### src/rtl/hmr_pkg.sv
// types and constants shared by the histogram median block
package hmr_pkg;

    localparam int BIN_BITS = 8;

    typedef struct packed {
        logic [BIN_BITS-1:0] sample_bin;
        logic                in_range;
        logic                last_sample;
    } sample_t;

    typedef struct packed {
        logic [BIN_BITS-1:0] median_bin;
        logic                found;
    } result_t;

    typedef enum logic [2:0] {
        ST_CLEAR,
        ST_ACCUM,
        ST_DRAIN,
        ST_SCAN,
        ST_FINISH,
        ST_EMIT
    } state_t;

    typedef struct packed {
        logic take;
        logic sweep;
        logic scan;
        logic drain;
        logic emit;
    } cmd_t;

    typedef struct packed {
        logic sweep_last;
        logic out_free;
    } status_t;

endpackage

### src/rtl/hmr_ctrl.sv
// controller state machine of the histogram median block
module hmr_ctrl
(
    input  logic            clk,
    input  logic            rst_n,
    input  logic            sample_valid,
    input  logic            last_sample,
    input  hmr_pkg::status_t status,
    output logic            sample_stall,
    output hmr_pkg::cmd_t   cmd
);
    import hmr_pkg::*;

    state_t state_reg;
    state_t state_next;

    always_ff @(posedge clk or negedge rst_n)
    begin
        if (!rst_n)
        begin
            state_reg <= ST_CLEAR;
        end
        else
        begin
            state_reg <= state_next;
        end
    end

    always_comb
    begin
        state_next = state_reg;
        unique case (state_reg)
            ST_CLEAR:
            begin
                if (status.sweep_last)
                begin
                    state_next = ST_ACCUM;
                end
            end
            ST_ACCUM:
            begin
                if (sample_valid && last_sample)
                begin
                    state_next = ST_DRAIN;
                end
            end
            ST_DRAIN:
            begin
                state_next = ST_SCAN;
            end
            ST_SCAN:
            begin
                if (status.sweep_last)
                begin
                    state_next = ST_FINISH;
                end
            end
            ST_FINISH:
            begin
                state_next = ST_EMIT;
            end
            ST_EMIT:
            begin
                if (status.out_free)
                begin
                    state_next = ST_ACCUM;
                end
            end
            default:
            begin
                state_next = ST_CLEAR;
            end
        endcase
    end

    always_comb
    begin
        sample_stall = 1'b1;
        cmd          = '0;
        unique case (state_reg)
            ST_CLEAR:
            begin
                cmd.sweep = 1'b1;
            end
            ST_ACCUM:
            begin
                sample_stall = 1'b0;
                cmd.take     = sample_valid;
            end
            ST_DRAIN:
            begin
                cmd.drain = 1'b1;
            end
            ST_SCAN:
            begin
                cmd.sweep = 1'b1;
                cmd.scan  = 1'b1;
            end
            ST_FINISH:
            begin
                cmd = '0;
            end
            ST_EMIT:
            begin
                cmd.emit = status.out_free;
            end
            default:
            begin
                cmd = '0;
            end
        endcase
    end

endmodule

### config.mk
export PLATFORM = sky130hd
export DESIGN_NAME = hmr_ctrl
export DESIGN_NICKNAME = d
export VERILOG_FILES = /design/src/rtl/hmr_pkg.sv /design/src/rtl/hmr_ctrl.sv
export SDC_FILE = /design/constraint.sdc
export NUM_CORES = 1
export LEC_CHECK = 0
export BUFFER_PORTS_ARGS = -buffer_cell sky130_fd_sc_hd__buf_2
export CORE_AREA = 2 2 39 41
export CTS_CLUSTER_SIZE = 25
export DETAILED_ROUTE_END_ITERATION = 16
export DIE_AREA = 0 0 41 43
export GPL_TIMING_DRIVEN = 0
export PLACE_DENSITY_LB_ADDON = 0.2
export SYNTH_ARGS = -nofsm -noshare
export SYNTH_HDL_FRONTEND = slang
export SYNTH_SLANG_ARGS = --single-unit
### constraint.sdc
create_clock -name clk -period 0.92 [get_ports clk]
set_clock_uncertainty 0.05 [all_clocks]
set_input_delay 0.184 -clock clk [delete_from_list [all_inputs] [get_ports clk]]
set_output_delay 0.184 -clock clk [all_outputs]
set_load 0.03 [all_outputs]
* After elaboration in Yosys (flattened, before gate mapping)
Index checks and enable logic that the tools add are counted.
** Word-level totals
- Register bits :: 3
- Input port bits :: 6
- Output and inout bits :: 6
- Logic and storage cells :: 25
** Cells by class
- Equality and inequality tests :: 9
- Muxes and demuxes :: 11
- Reduce and logical (&&, ||, !) cells :: 4
** Operators with widths (count)
- 3-bit case mux with 6 select lines :: 1
- 3-bit 2-to-1 mux :: 4
- 2-bit != test, second input constant :: 4
- 3-bit by 2-bit == test with 1-bit output, second input constant :: 2
- 3-bit == test, second input constant :: 2
- 1-bit 2-to-1 mux :: 6
- 4-bit AND reduction :: 1
- 3-bit by 1-bit == test with 1-bit output, second input constant :: 1
- 3-bit zero test :: 1
- 2-bit OR reduction :: 1
- 1-bit logical AND :: 1

* Depth between registers and ports, before layout
Gate-level depths: netlist of the first run.
- Word-level depth :: 3
- Mapped depth :: 4
- Gate-level depth less buffers :: 3

* Worst setup path before layout of the first run
No wires, ideal clock.
- Path type :: register -> output
- Start point :: register state_reg[2]
- End point :: output port cmd[0] (netlist bit)
- Data arrival time :: 1239 ps
- Required time :: 686 ps
- Setup slack :: -553 ps
- Stages on the path, launching flop included :: 3
- Buffers on the path :: 1
- Cells stage by stage :: dfrtp_1 buf_2 nor3b_1
** RTL lines
- start: declaration :: RTL line hmr_ctrl.sv:14 : state_t state_reg;
- start signal: assignment :: RTL line hmr_ctrl.sv:25 : state_reg <= state_next;
- end: declaration :: RTL line hmr_ctrl.sv:10 : output hmr_pkg::cmd_t cmd

==> results of run 1 <==
-- per-layer routing --
layer | vias to the layer above | share of wire [%] | global-route usage, %
met2 | 12 | 56 | 13.1
li1 | 136 | - | -
met5 | - | 0 | 0
met3 | 2 | 4.4 | 3.14
met1 | 115 | 37 | 9.09
met4 | 0 | 2.4 | 10.0
-- placed cells by master, fill, tap and decap left out --
cell and n:
buf_2 5, clkbuf_4 3, a32o_1 1, and3_4 1
nor2_4 1, o22ai_1 1, nand2_1 1, buf_6 12
dlygate4sd3_1 1, a21oi_1 1, nor2_2 1, o21ai_2 1
nand4_1 1, a21oi_2 1, nand2_4 2, inv_6 1
nor3_4 1, clkbuf_1 1, nor3b_4 2, nand2_2 2
xor2_1 1, buf_4 5, dfrtp_1 3
-- through the flow --
stage	power, mW	util, %	std cells
after floorplan	1.15	-	25
after global placement	1.37	23.7	52
after detailed placement	1.37	23.7	52
after CTS	2.10	34.1	62
after global routing	2.36	37.1	65
final	2.25	37.1	65
-- power by group through the flow --
| stage | Combinational, mW | Clock [mW] | Sequential, mW |
|---|---|---|---|
| after floorplan | 0.941 | 0 | 0.214 |
| after CTS | 1.62 | 0.242 | 0.235 |
| after detailed placement | 1.15 | 0 | 0.218 |
| after global routing | 1.88 | 0.244 | 0.242 |
| final | 1.79 | 0.234 | 0.234 |
| after global placement | 1.15 | 0 | 0.217 |
-- worst reg2reg max path: stages (launching register included) --
cell	delay [ns]
dfrtp_1	0.37
buf_6	0.14
nand2_4	0.06
buf_6	0.11
a32o_1	0.24
-- area by class of cell --
type	instances	area, µm²
plain buffers	3	33.8
multi-input cells	18	175
well taps	16	20.0
inverters	1	8.76
clock buffers	4	26.3
fillers	141	871
repair buffers	20	174
flip-flops and latches	3	75.1
-- synth_stat cells --
library cell,n
nand2_1,5
buf_2,1
nor3_1,1
buf_4,1
a21oi_1,2
o21ai_0,1
nor3b_1,1
dfrtp_1,3
buf_6,1
nor2_1,2
a32o_1,1
and3_1,1
nand4_1,1
nor3b_4,1
o22ai_1,1
inv_4,1
xor2_1,1
-- final timing paths --
| path | from | end | slack [ns] |
|---|---|---|---|
| hold reg to reg | state_reg[2] | state_reg[2] | 0.63 |
| max in group asynchronous | rst_n | state_reg[2] | 0.49 |
| hold / removal | last_sample | state_reg[1] | 0.19 |
| setup / recovery | state_reg[1] | cmd[4] | -0.47 |
| min in group asynchronous | rst_n | state_reg[0] | 0.22 |
| setup reg to reg | state_reg[0] | state_reg[2] | -0.17 |
-- cells by family after synthesis --
logic type             count (synthesis)  synth area share [%]
XOR/XNOR                               1                  4.07
AO/OA/AOI/OAI                          5                  14.5
AND/OR/NAND/NOR                       12                  32.6
flip-flops                             3                  34.9
buffers and inverters                  4                  14.0
-- repair_timing --
action	in CTS	in global routing
cloned	1	0
setup endpoints to repair	9	9
buffers inserted	4	4
pin swaps	3	8
hold endpoints to repair	3	0
hold buffers	1	0
resized for setup	23	6
==> metrics, run 1 <==
IO Pins 12; Fin Hold WS 0.188 ns; Max clock buf depth 2; unrepaired setup endpoints after global routing true; setup ws final -0.469 ns; Tmin final around 1.4 ns; CP Buf/Inv Count 2; synthesized netlist cell count 25; count of state elements after synthesis 3; Worst VDD drop around 2.2 mV; R2R depth 4; Pins Over Slew Limit 0; layout cells sized above 1 77.6%; clock root buffer clkbuf_4; post-synthesis sequential area ratio between 30% and 40%; Synth area leader dfrtp_1; Detail Route Antenna Nets 0; DRT Pass-1 Iters 4; H-tree levels 1; slowest stage delay, CP 0.36 ns; final setup fails 9; number of antenna violations at the first check in global routing 0; vias in the first global route approximately 260; critical path required time around 0.69 ns; P_leak ~0.24 nW; routed vias/inst a little over 4; Power Dens Cells around 4400 mW/mm²; max reg flops 3; Synth area leaders dfrtp_1 (35%), nand2_1 (8.7%), nor3b_4 (8.7%); Sw Share between 40 and 50%; Fin Setup TNS -3.01 ns; Worst Hold Class input port to register; CP max stage cell dfrtp_1; Area growth syn-to-layout 138%; row cnt 14; Combinational Power Share between 70% and 80%; Yosys top cell area share a little over a third; DRC 0; status complete, but fails checks; Net Sw Power ~1 mW; clk_lat worst skew approximately 0.23 ns; Hold Vio Cnt, Final 0; failing checks negative setup slack; CTS tree done; CP dominant cell by count buf_6; DIE WIDTH ~40 µm; initial cell density of the core 15.6%; via count about 270; core area around 0.0014 mm²; crit end category primary output; total track usage under 10%; Syn Std Cell Area 215 µm²; Slew @ Worst Pin 0.174 ns; proportion of power drawn by the clock network between 10% and 20%; Die H between 40 and 50 µm; CP delay by family, top flip-flops; Post-Route WL 659 µm; ant diodes 0; pin count of the biggest net entering global routing 8; critical path launch point type register; worst setup path class register to primary output; Ys Warns 0; Starting DRT DRC Count 2; HPWL after DPL 378 µm; Max-Cap Viols 0; worst relative slew slack 88.4%; pre-CTS setup slack -0.370 ns; crit share post-route 151%; synthesized area per cell approximately 8.6 µm²; fmax between 700 and 800 MHz; crit path max fanout 5; crit-path cells buf_6 -> nor2_4 -> and3_4 -> buf_6; wire length per cell roughly 10 µm; nets 56; syn nets 31; Levels on crit path 4; design area 513 µm²; Area after DPL around 330 µm²; clock sink count 3; die footprint between 0.0015 and 0.002 mm²; RD Place Congestion 0.782; Inserted Clock Buffers 3; port bufs 11; GRT overflow 0; library cells used by synthesis 17; arrival time worst endpoint 1.16 ns; Clock transition at path regs 0.04 ns; Internal around 1.3 mW; global-route wire length before repair 1.01 mm; hold depth 3; sequential cell fraction of total power 10.4%
(Power assumes the default switching activity.)
==> inputs of run 2 (changes only) <==
--- a/config.mk
+++ b/config.mk
@@ -5,13 +5,14 @@
 export SDC_FILE = /design/constraint.sdc
 export NUM_CORES = 1
 export LEC_CHECK = 0
-export BUFFER_PORTS_ARGS = -buffer_cell sky130_fd_sc_hd__buf_2
 export CORE_AREA = 2 2 39 41
 export CTS_CLUSTER_SIZE = 25
 export DETAILED_ROUTE_END_ITERATION = 16
 export DIE_AREA = 0 0 41 43
+export DONT_BUFFER_PORTS = 1
 export GPL_TIMING_DRIVEN = 0
 export PLACE_DENSITY_LB_ADDON = 0.2
+export RECOVER_POWER = 25
 export SYNTH_ARGS = -nofsm -noshare
 export SYNTH_HDL_FRONTEND = slang
 export SYNTH_SLANG_ARGS = --single-unit
==> constraint.sdc (replaced) <==
create_clock -name clk -period 1.76 [get_ports clk]
set_clock_uncertainty 0.05 [all_clocks]
set_input_delay 0.352 -clock clk [delete_from_list [all_inputs] [get_ports clk]]
set_output_delay 0.352 -clock clk [all_outputs]
set_load 0.03 [all_outputs]
==> run 2 against run 1 <==
Compared with the run above: the flow now finishes without violations; via count down 29%; combinational power fell by 73%; clock-buffer cell count did not move; final area shrank 45%; clock power is 48% lower; worst setup slack improved by 0.55 ns; sequential share of layout area grew 12 points; register-to-register slack better by 0.68 ns; first-iteration DRC count decreased by 50%; wire length fell by 18%; largest cell class is now multi-input gates.
==> metrics, run 2 (synthesized netlist as in run 1, its figures left out) <==
status finished clean; worst relative slew slack 63.6%; Worst Hold Class input port to register; total track usage between 7 and 8%; Area growth syn-to-layout 32.0%; Max-Cap Viols 0; crit path max fanout 9; clock sink count 3; crit share post-route between 90% and 100%; setup ws final 0.0835 ns; DRT Pass-1 Iters 2; number of antenna violations at the first check in global routing 0; Inserted Clock Buffers 3; CTS tree done; GRT overflow 0; pin count of the biggest net entering global routing 10; Post-Route WL roughly 540 µm; met2 wire length 254 µm; RD Place Congestion 0.709; critical path required time between 1 and 1.5 ns; Sw Share around 54%; row cnt 14; wire length on met1 243 µm; core area approximately 0.0014 mm²; die footprint roughly 0.0018 mm²; wire length per cell 11.7 µm; Combinational Power Share 66.9%; setup bufs post-CTS 0; H-tree levels 1; layout cells sized above 1 36.7%; Power Dens Cells between 2000 and 3000 mW/mm²; clock root buffer clkbuf_4; vias in the first global route approximately 230; DRC 0; ant diodes 0; HPWL after DPL between 400 and 500 µm; Max clock buf depth 2; arrival time worst endpoint between 1 and 1.5 ns; Clock transition at path regs 0.04 ns; R2R Setup Slk between 0.5 and 0.6 ns; Detail Route Antenna Nets 0; DIE WIDTH between 40 and 50 µm; fmax 596 MHz; max reg flops 3; Starting DRT DRC Count 1; unrepaired setup endpoints after global routing false; uppermost routed layer met3; Met3 Routed Length around 42 µm; Worst VDD drop between 0.7 and 0.8 mV; Pins Over Slew Limit 0; Hold Vio Cnt, Final 0; Tmin final between 1.5 and 2 ns; most frequent cells in the layout nand2_1 (5), clkbuf_4 (3), dfrtp_1 (3); critical path launch point type register; global-route wire length before repair just over 800 µm; crit end category primary output; sequential cell fraction of total power 16.1%; Internal 0.326 mW; final setup fails 0; Die H ~43 µm; initial cell density of the core between 15 and 20%; clk_lat worst skew 0.23 ns; P_leak about 0.12 nW; commonest non-fill, non-tap cell in the layout nand2_1; Net Sw Power between 0.3 and 0.4 mW; Fin Setup TNS 0 ns; routed vias/inst 4.11; via count ~190; pre-CTS setup slack around 0.047 ns; nets 37; port bufs 0; worst setup path class register to primary output; IO Pins 12; Slew @ Worst Pin ~0.54 ns; proportion of power drawn by the clock network approximately 17%
[run 2: changes by cell type in the layout (fill, tap and decap cells not counted), moves of 2 or more]
cell	previous run	this run
buf_2	5	1
buf_4	5	1
buf_6	12	1
nand2_1	1	5
nand2_2	2	0
nand2_4	2	0
[run 2: routing by layer]
| metal | global-route usage [%] | vias to the layer above |
|---|---|---|
| met5 | 0 | - |
| li1 | - | 95 |
| met4 | 8.00 | 0 |
| met3 | 2.62 | 0 |
| met2 | 9.69 | 8 |
| met1 | 8.04 | 86 |
[run 2: timing repair]
action                     4_1_cts  5_1_grt
setup endpoints to repair        2        1
cloned                           0        0
hold endpoints to repair         3        0
pin swaps                        0        0
resized for setup                2        1
hold buffers                     1        0
[run 2: path summary, 6_finish.rpt]
check / cells after the start / to / start
setup / recovery: 3 / cmd[4] / state_reg[2]
hold / removal: 1 / state_reg[2] / status[1]
setup reg to reg: 3 / state_reg[2] / state_reg[2]
hold reg to reg: 2 / state_reg[0] / state_reg[1]
max in group asynchronous: 1 / state_reg[1] / rst_n
min in group asynchronous: 1 / state_reg[0] / rst_n
[run 2: area by class of cell]
cell class / count / area [µm²]
clock buffers: 4 / 26.3
fillers: 160 / 1100
inverters: 1 / 6.26
flip-flops and latches: 3 / 75.1
well taps: 16 / 20.0
plain buffers: 3 / 23.8
repair buffers: 1 / 10.0
multi-input cells: 18 / 123
[run 2: per-stage QoR]
| step | power [mW] | cells | utilization, % | hold slack, ns | area, µm² |
|---|---|---|---|---|---|
| detailed placement | 0.565 | 41 | 17.0 | 0.00653 | 235 |
| CTS | 0.711 | 46 | 20.3 | 0.200 | 282 |
| finish | 0.710 | 46 | 20.5 | 0.211 | 284 |
| global placement | 0.561 | 41 | 17.0 | 0.00651 | 235 |
| global route | 0.757 | 46 | 20.5 | 0.222 | 284 |
| floorplan | 0.519 | 25 | - | 0.00641 | 215 |
[run 2: power groups by stage]
| stage | Clock, mW | Sequential (mW) | Combinational (mW) |
|---|---|---|---|
| 4_1_cts | 0.130 | 0.113 | 0.468 |
| 6_report | 0.121 | 0.114 | 0.475 |
| 3_5_place_dp | 0 | 0.112 | 0.453 |
| 2_1_floorplan | 0 | 0.111 | 0.408 |
| 5_1_grt | 0.130 | 0.117 | 0.511 |
| 3_3_place_gp | 0 | 0.113 | 0.448 |
[run 2: worst max-delay path, cell delays in order, from the launching register on]
cell	delay, ns
dfrtp_1	0.36
buf_2	0.18
nor2_1	0.14
and3_1	0.36
